--- config.mk ---
export PLATFORM = sky130hd
export DESIGN_NAME = swct_engine
export DESIGN_NICKNAME = d
export VERILOG_FILES = /design/src/rtl/core/swct_pkg.sv /design/src/rtl/core/swct_engine.sv
export SDC_FILE = /design/constraint.sdc
export NUM_CORES = 2
export LEC_CHECK = 0
export ABC_CLOCK_PERIOD_IN_PS = 23600
export BUFFER_PORTS_ARGS = -buffer_cell sky130_fd_sc_hd__buf_2
export CAP_MARGIN = 40
export CORE_AREA = 2 2 465 467
export CTS_CLUSTER_DIAMETER = 40
export DETAILED_ROUTE_END_ITERATION = 10
export DIE_AREA = 0 0 467 469
export GPL_ROUTABILITY_DRIVEN = 0
export GPL_TIMING_DRIVEN = 1
export PLACE_DENSITY = 0.31
export REMOVE_ABC_BUFFERS = 1
export SYNTH_ARGS = -nofsm -noshare
export SYNTH_HDL_FRONTEND = slang
export SYNTH_SLANG_ARGS = --single-unit
--- constraint.sdc ---
create_clock -name clock -period 23.6 [get_ports clock]
set_clock_uncertainty 0.1 [all_clocks]
set_input_delay 2.36 -clock clock [delete_from_list [all_inputs] [get_ports clock]]
set_output_delay 2.36 -clock clock [all_outputs]
set_load 0.02 [all_outputs]
--- src/rtl/core/swct_pkg.sv ---
// Package for the sorted word count table: sizes, codes and payload types.
// Used by the top level and swct_engine under rtl/core; depends on nothing.
`default_nettype none

package swct_pkg;

   // Table geometry
   localparam int CAPACITY   = 1024;
   localparam int COUNT_BITS = 32;
   localparam int IDX_W      = $clog2(CAPACITY);
   localparam int TOT_W      = $clog2(CAPACITY + 1);

   // Fixed field widths of the channels
   localparam int PART_W = 64;
   localparam int WORD_W = 4 * PART_W;
   localparam int POS_W  = 10;
   localparam int OCC_W  = 32;
   localparam int USED_W = 11;

   localparam logic [COUNT_BITS-1:0] COUNT_MAX = {COUNT_BITS{1'b1}};

   // Request function codes
   localparam logic FUNC_COUNT = 1'b0;
   localparam logic FUNC_READ  = 1'b1;

   // Result status codes
   localparam logic [1:0] ST_FOUND    = 2'd0;
   localparam logic [1:0] ST_INSERTED = 2'd1;
   localparam logic [1:0] ST_FULL     = 2'd2;
   localparam logic [1:0] ST_BEYOND   = 2'd3;

   typedef struct packed {
      logic              func;
      logic [PART_W-1:0] word_part0;
      logic [PART_W-1:0] word_part1;
      logic [PART_W-1:0] word_part2;
      logic [PART_W-1:0] word_part3;
      logic [POS_W-1:0]  read_index;
   } req_type;

   typedef struct packed {
      logic [1:0]        status;
      logic [POS_W-1:0]  position;
      logic [OCC_W-1:0]  occurrences;
      logic [PART_W-1:0] out_part0;
      logic [PART_W-1:0] out_part1;
      logic [PART_W-1:0] out_part2;
      logic [PART_W-1:0] out_part3;
      logic [USED_W-1:0] entries_used;
   } rsp_type;

   // Shared address and write-enable bundle for the word and count memories
   typedef struct packed {
      logic [IDX_W-1:0] rd_addr;
      logic [IDX_W-1:0] wr_addr;
      logic             word_we;
      logic             count_we;
   } mem_ctl_type;

endpackage

`default_nettype wire

--- src/rtl/core/swct_engine.sv ---
// Sequencer of the sorted word count table: binary search, shift-up insert,
// count update and indexed read over the two memories. Uses swct_pkg.
`default_nettype none

module swct_engine (
   input  wire logic                           clock,
   input  wire logic                           reset,
   input  wire logic                           req_valid,
   output logic                                req_ready,
   input  wire swct_pkg::req_type              req_data,
   output swct_pkg::mem_ctl_type               mem_ctl,
   output logic [swct_pkg::WORD_W-1:0]         word_wdata,
   output logic [swct_pkg::COUNT_BITS-1:0]     count_wdata,
   input  wire logic [swct_pkg::WORD_W-1:0]    word_rdata,
   input  wire logic [swct_pkg::COUNT_BITS-1:0] count_rdata,
   output logic                                res_valid,
   output swct_pkg::rsp_type                   res_data,
   input  wire logic                           res_take
);
   import swct_pkg::*;

   localparam logic [2:0] S_IDLE      = 3'd0;
   localparam logic [2:0] S_SEARCH    = 3'd1;
   localparam logic [2:0] S_CMP       = 3'd2;
   localparam logic [2:0] S_SHIFT     = 3'd3;
   localparam logic [2:0] S_READ_DATA = 3'd4;
   localparam logic [2:0] S_DONE      = 3'd5;

   logic [2:0]        state_ff, state_in;
   logic [WORD_W-1:0] word_ff, word_in;
   logic [IDX_W-1:0]  idx_ff, idx_in;
   logic [TOT_W-1:0]  lo_ff, lo_in;
   logic [TOT_W-1:0]  hi_ff, hi_in;
   logic [IDX_W-1:0]  mid_ff, mid_in;
   logic [TOT_W-1:0]  ptr_ff, ptr_in;
   logic              pend_ff, pend_in;
   logic [IDX_W-1:0]  pend_addr_ff, pend_addr_in;
   logic [TOT_W-1:0]  total_ff, total_in;
   rsp_type           res_ff, res_in;

   logic [TOT_W-1:0]      mid_full;
   logic [COUNT_BITS-1:0] count_next;
   logic                  accept;

   assign req_ready = (state_ff == S_IDLE);
   assign accept    = req_valid && req_ready;
   assign res_valid = (state_ff == S_DONE);
   assign res_data  = res_ff;

   assign mid_full   = lo_ff + ((hi_ff - lo_ff) >> 1);
   assign count_next = (count_rdata == COUNT_MAX) ? count_rdata
                                                  : count_rdata + COUNT_BITS'(1);

   always_comb begin
      state_in     = state_ff;
      word_in      = word_ff;
      idx_in       = idx_ff;
      lo_in        = lo_ff;
      hi_in        = hi_ff;
      mid_in       = mid_ff;
      ptr_in       = ptr_ff;
      pend_in      = pend_ff;
      pend_addr_in = pend_addr_ff;
      total_in     = total_ff;
      res_in       = res_ff;
      mem_ctl      = '0;
      word_wdata   = word_rdata;
      count_wdata  = count_rdata;

      // a shift copy fetched last cycle lands one place higher
      if (pend_ff) begin
         mem_ctl.wr_addr  = pend_addr_ff;
         mem_ctl.word_we  = 1'b1;
         mem_ctl.count_we = 1'b1;
      end

      case (state_ff)
         S_IDLE: begin
            mem_ctl.rd_addr = IDX_W'(req_data.read_index);
            if (accept) begin
               word_in = {req_data.word_part0, req_data.word_part1,
                          req_data.word_part2, req_data.word_part3};
               idx_in  = IDX_W'(req_data.read_index);
               lo_in   = '0;
               hi_in   = total_ff;
               if (req_data.func == FUNC_READ) begin
                  if (TOT_W'(req_data.read_index) >= total_ff) begin
                     res_in              = '0;
                     res_in.status       = ST_BEYOND;
                     res_in.position     = req_data.read_index;
                     res_in.entries_used = USED_W'(total_ff);
                     state_in            = S_DONE;
                  end else begin
                     state_in = S_READ_DATA;
                  end
               end else begin
                  state_in = S_SEARCH;
               end
            end
         end
         S_READ_DATA: begin
            res_in.status       = ST_FOUND;
            res_in.position     = POS_W'(idx_ff);
            res_in.occurrences  = OCC_W'(count_rdata);
            res_in.out_part0    = word_rdata[4*PART_W-1:3*PART_W];
            res_in.out_part1    = word_rdata[3*PART_W-1:2*PART_W];
            res_in.out_part2    = word_rdata[2*PART_W-1:PART_W];
            res_in.out_part3    = word_rdata[PART_W-1:0];
            res_in.entries_used = USED_W'(total_ff);
            state_in            = S_DONE;
         end
         S_SEARCH: begin
            if (lo_ff < hi_ff) begin
               mem_ctl.rd_addr = mid_full[IDX_W-1:0];
               mid_in          = mid_full[IDX_W-1:0];
               state_in        = S_CMP;
            end else if (total_ff == TOT_W'(CAPACITY)) begin
               res_in              = '0;
               res_in.status       = ST_FULL;
               res_in.entries_used = USED_W'(total_ff);
               state_in            = S_DONE;
            end else begin
               ptr_in   = total_ff;
               pend_in  = 1'b0;
               state_in = S_SHIFT;
            end
         end
         S_CMP: begin
            if (word_ff == word_rdata) begin
               mem_ctl.wr_addr     = mid_ff;
               mem_ctl.count_we    = 1'b1;
               count_wdata         = count_next;
               res_in              = '0;
               res_in.status       = ST_FOUND;
               res_in.position     = POS_W'(mid_ff);
               res_in.occurrences  = OCC_W'(count_next);
               res_in.entries_used = USED_W'(total_ff);
               state_in            = S_DONE;
            end else if (word_ff < word_rdata) begin
               hi_in    = TOT_W'(mid_ff);
               state_in = S_SEARCH;
            end else begin
               lo_in    = TOT_W'(mid_ff) + TOT_W'(1);
               state_in = S_SEARCH;
            end
         end
         S_SHIFT: begin
            if (ptr_ff > lo_ff) begin
               mem_ctl.rd_addr = IDX_W'(ptr_ff - TOT_W'(1));
               pend_in         = 1'b1;
               pend_addr_in    = ptr_ff[IDX_W-1:0];
               ptr_in          = ptr_ff - TOT_W'(1);
            end else if (pend_ff) begin
               pend_in = 1'b0;
            end else begin
               // gap is open at the low bound: drop the new word in
               mem_ctl.wr_addr     = lo_ff[IDX_W-1:0];
               mem_ctl.word_we     = 1'b1;
               mem_ctl.count_we    = 1'b1;
               word_wdata          = word_ff;
               count_wdata         = COUNT_BITS'(1);
               total_in            = total_ff + TOT_W'(1);
               res_in              = '0;
               res_in.status       = ST_INSERTED;
               res_in.position     = POS_W'(lo_ff);
               res_in.occurrences  = OCC_W'(1);
               res_in.entries_used = USED_W'(total_ff + TOT_W'(1));
               state_in            = S_DONE;
            end
         end
         S_DONE: begin
            if (res_take) begin
               state_in = S_IDLE;
            end
         end
         default: begin
            state_in = S_IDLE;
         end
      endcase
   end

   always_ff @(posedge clock) begin
      if (reset) begin
         state_ff <= S_IDLE;
         pend_ff  <= 1'b0;
         total_ff <= '0;
      end else begin
         state_ff <= state_in;
         pend_ff  <= pend_in;
         total_ff <= total_in;
      end
   end

   always_ff @(posedge clock) begin
      word_ff      <= word_in;
      idx_ff       <= idx_in;
      lo_ff        <= lo_in;
      hi_ff        <= hi_in;
      mid_ff       <= mid_in;
      ptr_ff       <= ptr_in;
      pend_addr_ff <= pend_addr_in;
      res_ff       <= res_in;
   end

endmodule

`default_nettype wire
==> Word-level counts from Yosys, hierarchy flattened <==
Cells that the tools add are included.
{ "word_totals": {"output_inout_bits": 623, "word_cells": 121, "regBits": 645, "input_bits": 559} }
{ "classes": {"n_addsub": 6, "n_mux": 54, "n_bitwise": 2, "n_reduce_logical": 15, "order_cmp": 4, "n_eq_ne": 22} }
{ "op_table": {"columns": ["operator", "n"], "rows": [
  ["2-to-1 mux 311 bit", 8],
  ["one-hot mux 311 bit (5 select lines)", 1],
  ["2-to-1 mux 256 bit", 3],
  ["== test 256 bit", 1],
  ["less-than comparator 256 bit", 1],
  ["2-to-1 mux 32 bit", 4],
  ["2-to-1 mux 11 bit", 9],
  ["one-hot mux 11 bit (2 select lines)", 3],
  ["one-hot mux 32 bit (2 select lines)", 1],
  ["2-to-1 mux 12 bit", 3],
  ["adder 32 x 1 -> 32 bit, second input constant", 1],
  ["== test 32 bit, second input constant", 1],
  ["2-to-1 mux 10 bit", 3],
  ["one-hot mux 10 bit (3 select lines)", 1],
  ["2-to-1 mux 3 bit", 8],
  ["inequality test 2 bit, second input constant", 10],
  ["one-hot mux 10 bit (2 select lines)", 1],
  ["one-hot mux 3 bit (6 select lines)", 1],
  ["AND reduction 4 bit", 4],
  ["adder 10 x 1 -> 11 bit, second input constant", 1],
  ["adder 11 x 1 -> 11 bit, second input constant", 1],
  ["== test 11 bit, second input constant", 1],
  [">= comparator 10 x 11 -> 1 bit", 1],
  ["greater-than comparator 11 bit", 1],
  ["other kinds (18)", 34]
]} }

==> Longest topological paths before layout <==
{ "depth": {"word_depth": 5, "mapped_depth": 17, "ltp_nobuf": 17} }

==> Least setup slack after synthesis <==
Ideal clock, no wire load.
{ "synth_timing": {"path_kind": "input to register", "startpoint": "input word_rdata[122] in the netlist's numbering", "endpoint": "register res_ff (netlist bit res_data[0]) (enable)", "setup_ns": 0.713, "stages": 10, "t_required_ns": 22.787, "path_slack_ns": 11.461, "t_arrival_ns": 11.326, "n_path_buf": 0, "cell_sequence": "inv_1 ha_1 nand4_2 nor4_4 nand4_2 nor4_4 and3_1 nor2_1 nor4b_1 and2_1"} }
{ "synth_between": {"elab_chain_cells": 3} }
{ "synth_rtl": {"columns": ["item", "line", "source"], "rows": [
  ["start, declared", "swct_engine.sv:14", "input wire logic [swct_pkg::WORD_W-1:0] word_rdata,"],
  ["== test 256 bit", "swct_engine.sv:129", "if (word_ff == word_rdata) begin"],
  ["inequality test 2 bit (no source line)", null, null],
  ["AND reduction 9 bit (no source line)", null, null],
  ["end signal, assigned", "swct_engine.sv:202", "res_ff <= res_in;"],
  ["end, declared", "swct_engine.sv:39", "rsp_type res_ff, res_in;"]
]} }
No other way between the ends.
A chain may end at the register's enable or synchronous reset.

==> run_results.csv <==
group,metric,value,unit
clocking,htree_levels,4,
setup_path,cp_cell_sequence,"buf_2, inv_1, ha_1, nand4_1, nor4_1, nand3_1, nor4_4, buf_6, nand4_4, buf_4, buf_16, inv_1, a22oi_1, nand2_1, buf_2",
sta,max_freq,0.109,GHz
clocking,clock-sinks,645,
pwr,p_per_area,141,nW/um^2
drt,vias_per_cell,4.10,
global_routing,grt_antenna_before_repair,129,
synthesis,synth_edf_count,630,
place,place.port_buffers,1181,
global_routing,grt_max_degree,122,
floorplanning,start_util,16.1,%
drt,first_iter_violations,2015,
global_routing,overflow,0,
run_status,status,"finished clean",
pwr,ir_drop,0.0996,mV
final_layout,nNetsFinal,5416,
drt,wl_per_cell,26.9,um
setup_path,cp.buffers_inverters,7,
synthesis,synthFlopType,"edfxtp_1",
clocking,cts.path.max_buffers,3,
synthesis,yosys_register_bits,645,
drt,num_vias,31100,
synthesis,async_flop_share,0,%
global_routing,grt_pass1_wl,268,mm
sta,rsz0062_at_grt,"false",
sta,drv_slew,0,
clocking,clkTransAtPathRegs,0.04,ns
place,hpwl,165,mm
floorplanning,die_h,469,um
floorplanning,ios,1182,
setup_path,startpoint_type,"primary input",
drt,drt_wl_total,204,mm
clocking,cts_tree,"done",
setup_path,critPathMaxFanout,71,
floorplanning,die_area,219000,um^2
sta,tns,0,ns
drt,ant_nets,0,
setup_path,slowest_delay,0.80,ns
drt,drt-pass1-iter-count,5,
pwr,p_leak,21.7,nW
synthesis,syn_area_per_cell,10.5,um^2
sta,slew_headroom,19.5,%
final_layout,layout-drive-gt1-share,34.1,%
clocking,worstSkewPairLatency,0.83,ns
setup_path,worstSetupEndpointType,"output port",
clocking,cts-resized-gates,0,
clocking,post-cts-setup-buffer-count,0,
clocking,holdBufCountCts,0,
final_layout,area_growth,47.5,%
hold_path,hold_path.class,"reg -> reg",
sta,worst_pin_slew,1.21,ns
clocking,cts-root-buf,"clkbuf_16",
global_routing,grt_pass1_vias,31600,
clocking,cts_buffers,192,
floorplanning,rows,170,
floorplanning,die_w,467,um
synthesis,mappedNetlistArea,34500,um^2
sta,hold_viol,0,
synthesis,synth_cell_types,77,
setup_path,cpMaxStageDelayCell,"nor4_1",
setup_path,crit_required,21.14,ns
setup_path,critPathKind,"in -> out",
setup_path,cp.arrival,6.71,ns
synthesis,synthCells,3267,
setup_path,cp_top_family,"simple AND/OR/NAND/NOR gates",
global_routing,grt_usage,17.9,%
sta,fin_hold_ws,0.418,ns
drt,drc_errors,0,
final_layout,fill_cells,23400,
sta,finalCriticalPeriod,9.17,ns
job,cap_violations,0,
synthesis,yosysWarnings,0,
sta,setup_viol,0,
synthesis,seq_area_frac_synth,55.8,%
floorplanning,coreArea,214000,um^2
sta,period_share,38.9,%
-- cells in the final DEF (no fill, tap or decap), drive strengths merged, types with 93 or more instances in the layout --
cell | netlist | layout
edfxtp | 630 | 630
ha | 302 | 302
a21oi | 137 | 137
nor2 | 359 | 359
clkinv | 0 | 93
o21ai | 403 | 403
nand2 | 447 | 447
buf | 22 | 1237
inv | 303 | 308
clkbuf | 125 | 219
-- synth_stat cells (16+ instances only) --
cell | count | area share [%]
edfxtp_1 | 630 | 55
nand2_1 | 447 | 4.9
o21ai_0 | 370 | 5.4
nor2_1 | 358 | 3.9
inv_1 | 303 | 3.3
ha_1 | 302 | 11
a21oi_1 | 136 | 2.0
clkbuf_1 | 125 | 1.4
nand4_1 | 62 | 1.1
nand3_1 | 57 | 0.83
xnor2_1 | 41 | 1.0
a21o_1 | 32 | 0.70
o21ai_1 | 32 | 0.46
o31ai_1 | 30 | 0.65
a31oi_1 | 24 | 0.44
nor3_1 | 20 | 0.29
xor2_1 | 19 | 0.48
a221oi_1 | 17 | 0.43
o31ai_2 | 17 | 0.62
a221o_1 | 16 | 0.46
nor2b_1 | 16 | 0.29
-- per-layer routing --
metal,vias to the layer above,wire (um),track usage (%)
met5,-,529,0
met4,88,5940,5.38
met3,395,19300,7.50
met2,1249,97600,30.2
met1,15000,80600,20.6
li1,14400,-,-
-- final timing paths --
path	start	endpoint	slack, ns	cells past startpoint
worst max-delay path	word_rdata[153]	mem_ctl[5]	14.43	15
worst min-delay path	total_ff[1]$_SDFFE_PP0P_	total_ff[1]$_SDFFE_PP0P_	0.42	2
worst max register to register	word_ff[155]$_DFFE_PP_	res_data[205]$_DFFE_PP_	17.16	13
worst min register to register	total_ff[1]$_SDFFE_PP0P_	total_ff[1]$_SDFFE_PP0P_	0.42	2
-- final cells by class --
class	instances	area (um^2)	area share, %
inverter	303	1140	2.24
clock inverter	139	1730	3.41
sequential	645	19200	37.8
timing repair buffer	1239	6480	12.7
multi-input combinational	2172	13600	26.7
clock buffer	219	5040	9.92
antenna	39	97.6	0.192
tap	2838	3550	6.99
-- per-stage QoR --
stage	util [%]	cells	area (um^2)	setup WS, ns	power (mW)
3_3_place_gp	20.4	7171	43600	13.80	4.47
3_5_place_dp	20.6	7197	43900	14.20	4.49
2_1_floorplan	-	3120	33900	9.86	3.50
5_1_grt	23.7	7572	50800	14.00	7.51
6_report	23.8	7594	50800	14.43	7.14
4_1_cts	23.7	7555	50700	14.19	7.28
-- sequential cells by signal, indices dropped and copies added (netlist names) --
name and flops:
pend_ff 1, state_ff 3, total_ff 11, res_data 311, lo_ff 11, mid_ff 10, idx_ff 10, word_ff 256
pend_addr_ff 10, hi_ff 11, ptr_ff 11
-- report_power, final --
group          switching [mW]  total (mW)  internal (mW)  leakage, nW
registers               0.214        2.11           1.89         6.20
logic                    1.67        2.31          0.637         12.2
clock network           0.834        2.73           1.89         3.33
-- kinds of logic after synthesis --
kind of cell    after synthesis  synth area share [%]
flops                       645                  55.8
mux                           9                 0.294
buf+inv                     450                  5.01
compound gates              740                  12.7
xor+xnor                     60                  1.52
fa+ha+maj                   304                  11.1
simple gates               1059                  13.6
-- worst reg2reg max path, cell delays in order, from the launching register on --
cell and delay (ns):
edfxtp_1 0.39, ha_1 0.33, nand4_1 0.35, nor4_1 0.80
nand3_1 0.67, nor4_4 0.39, buf_6 0.21, and3_1 0.24
nor2_1 0.12, nor4b_1 0.44, and2_4 0.69, buf_12 0.45
buf_4 0.59, buf_16 0.29
Power figures use the tool's default switching activity.
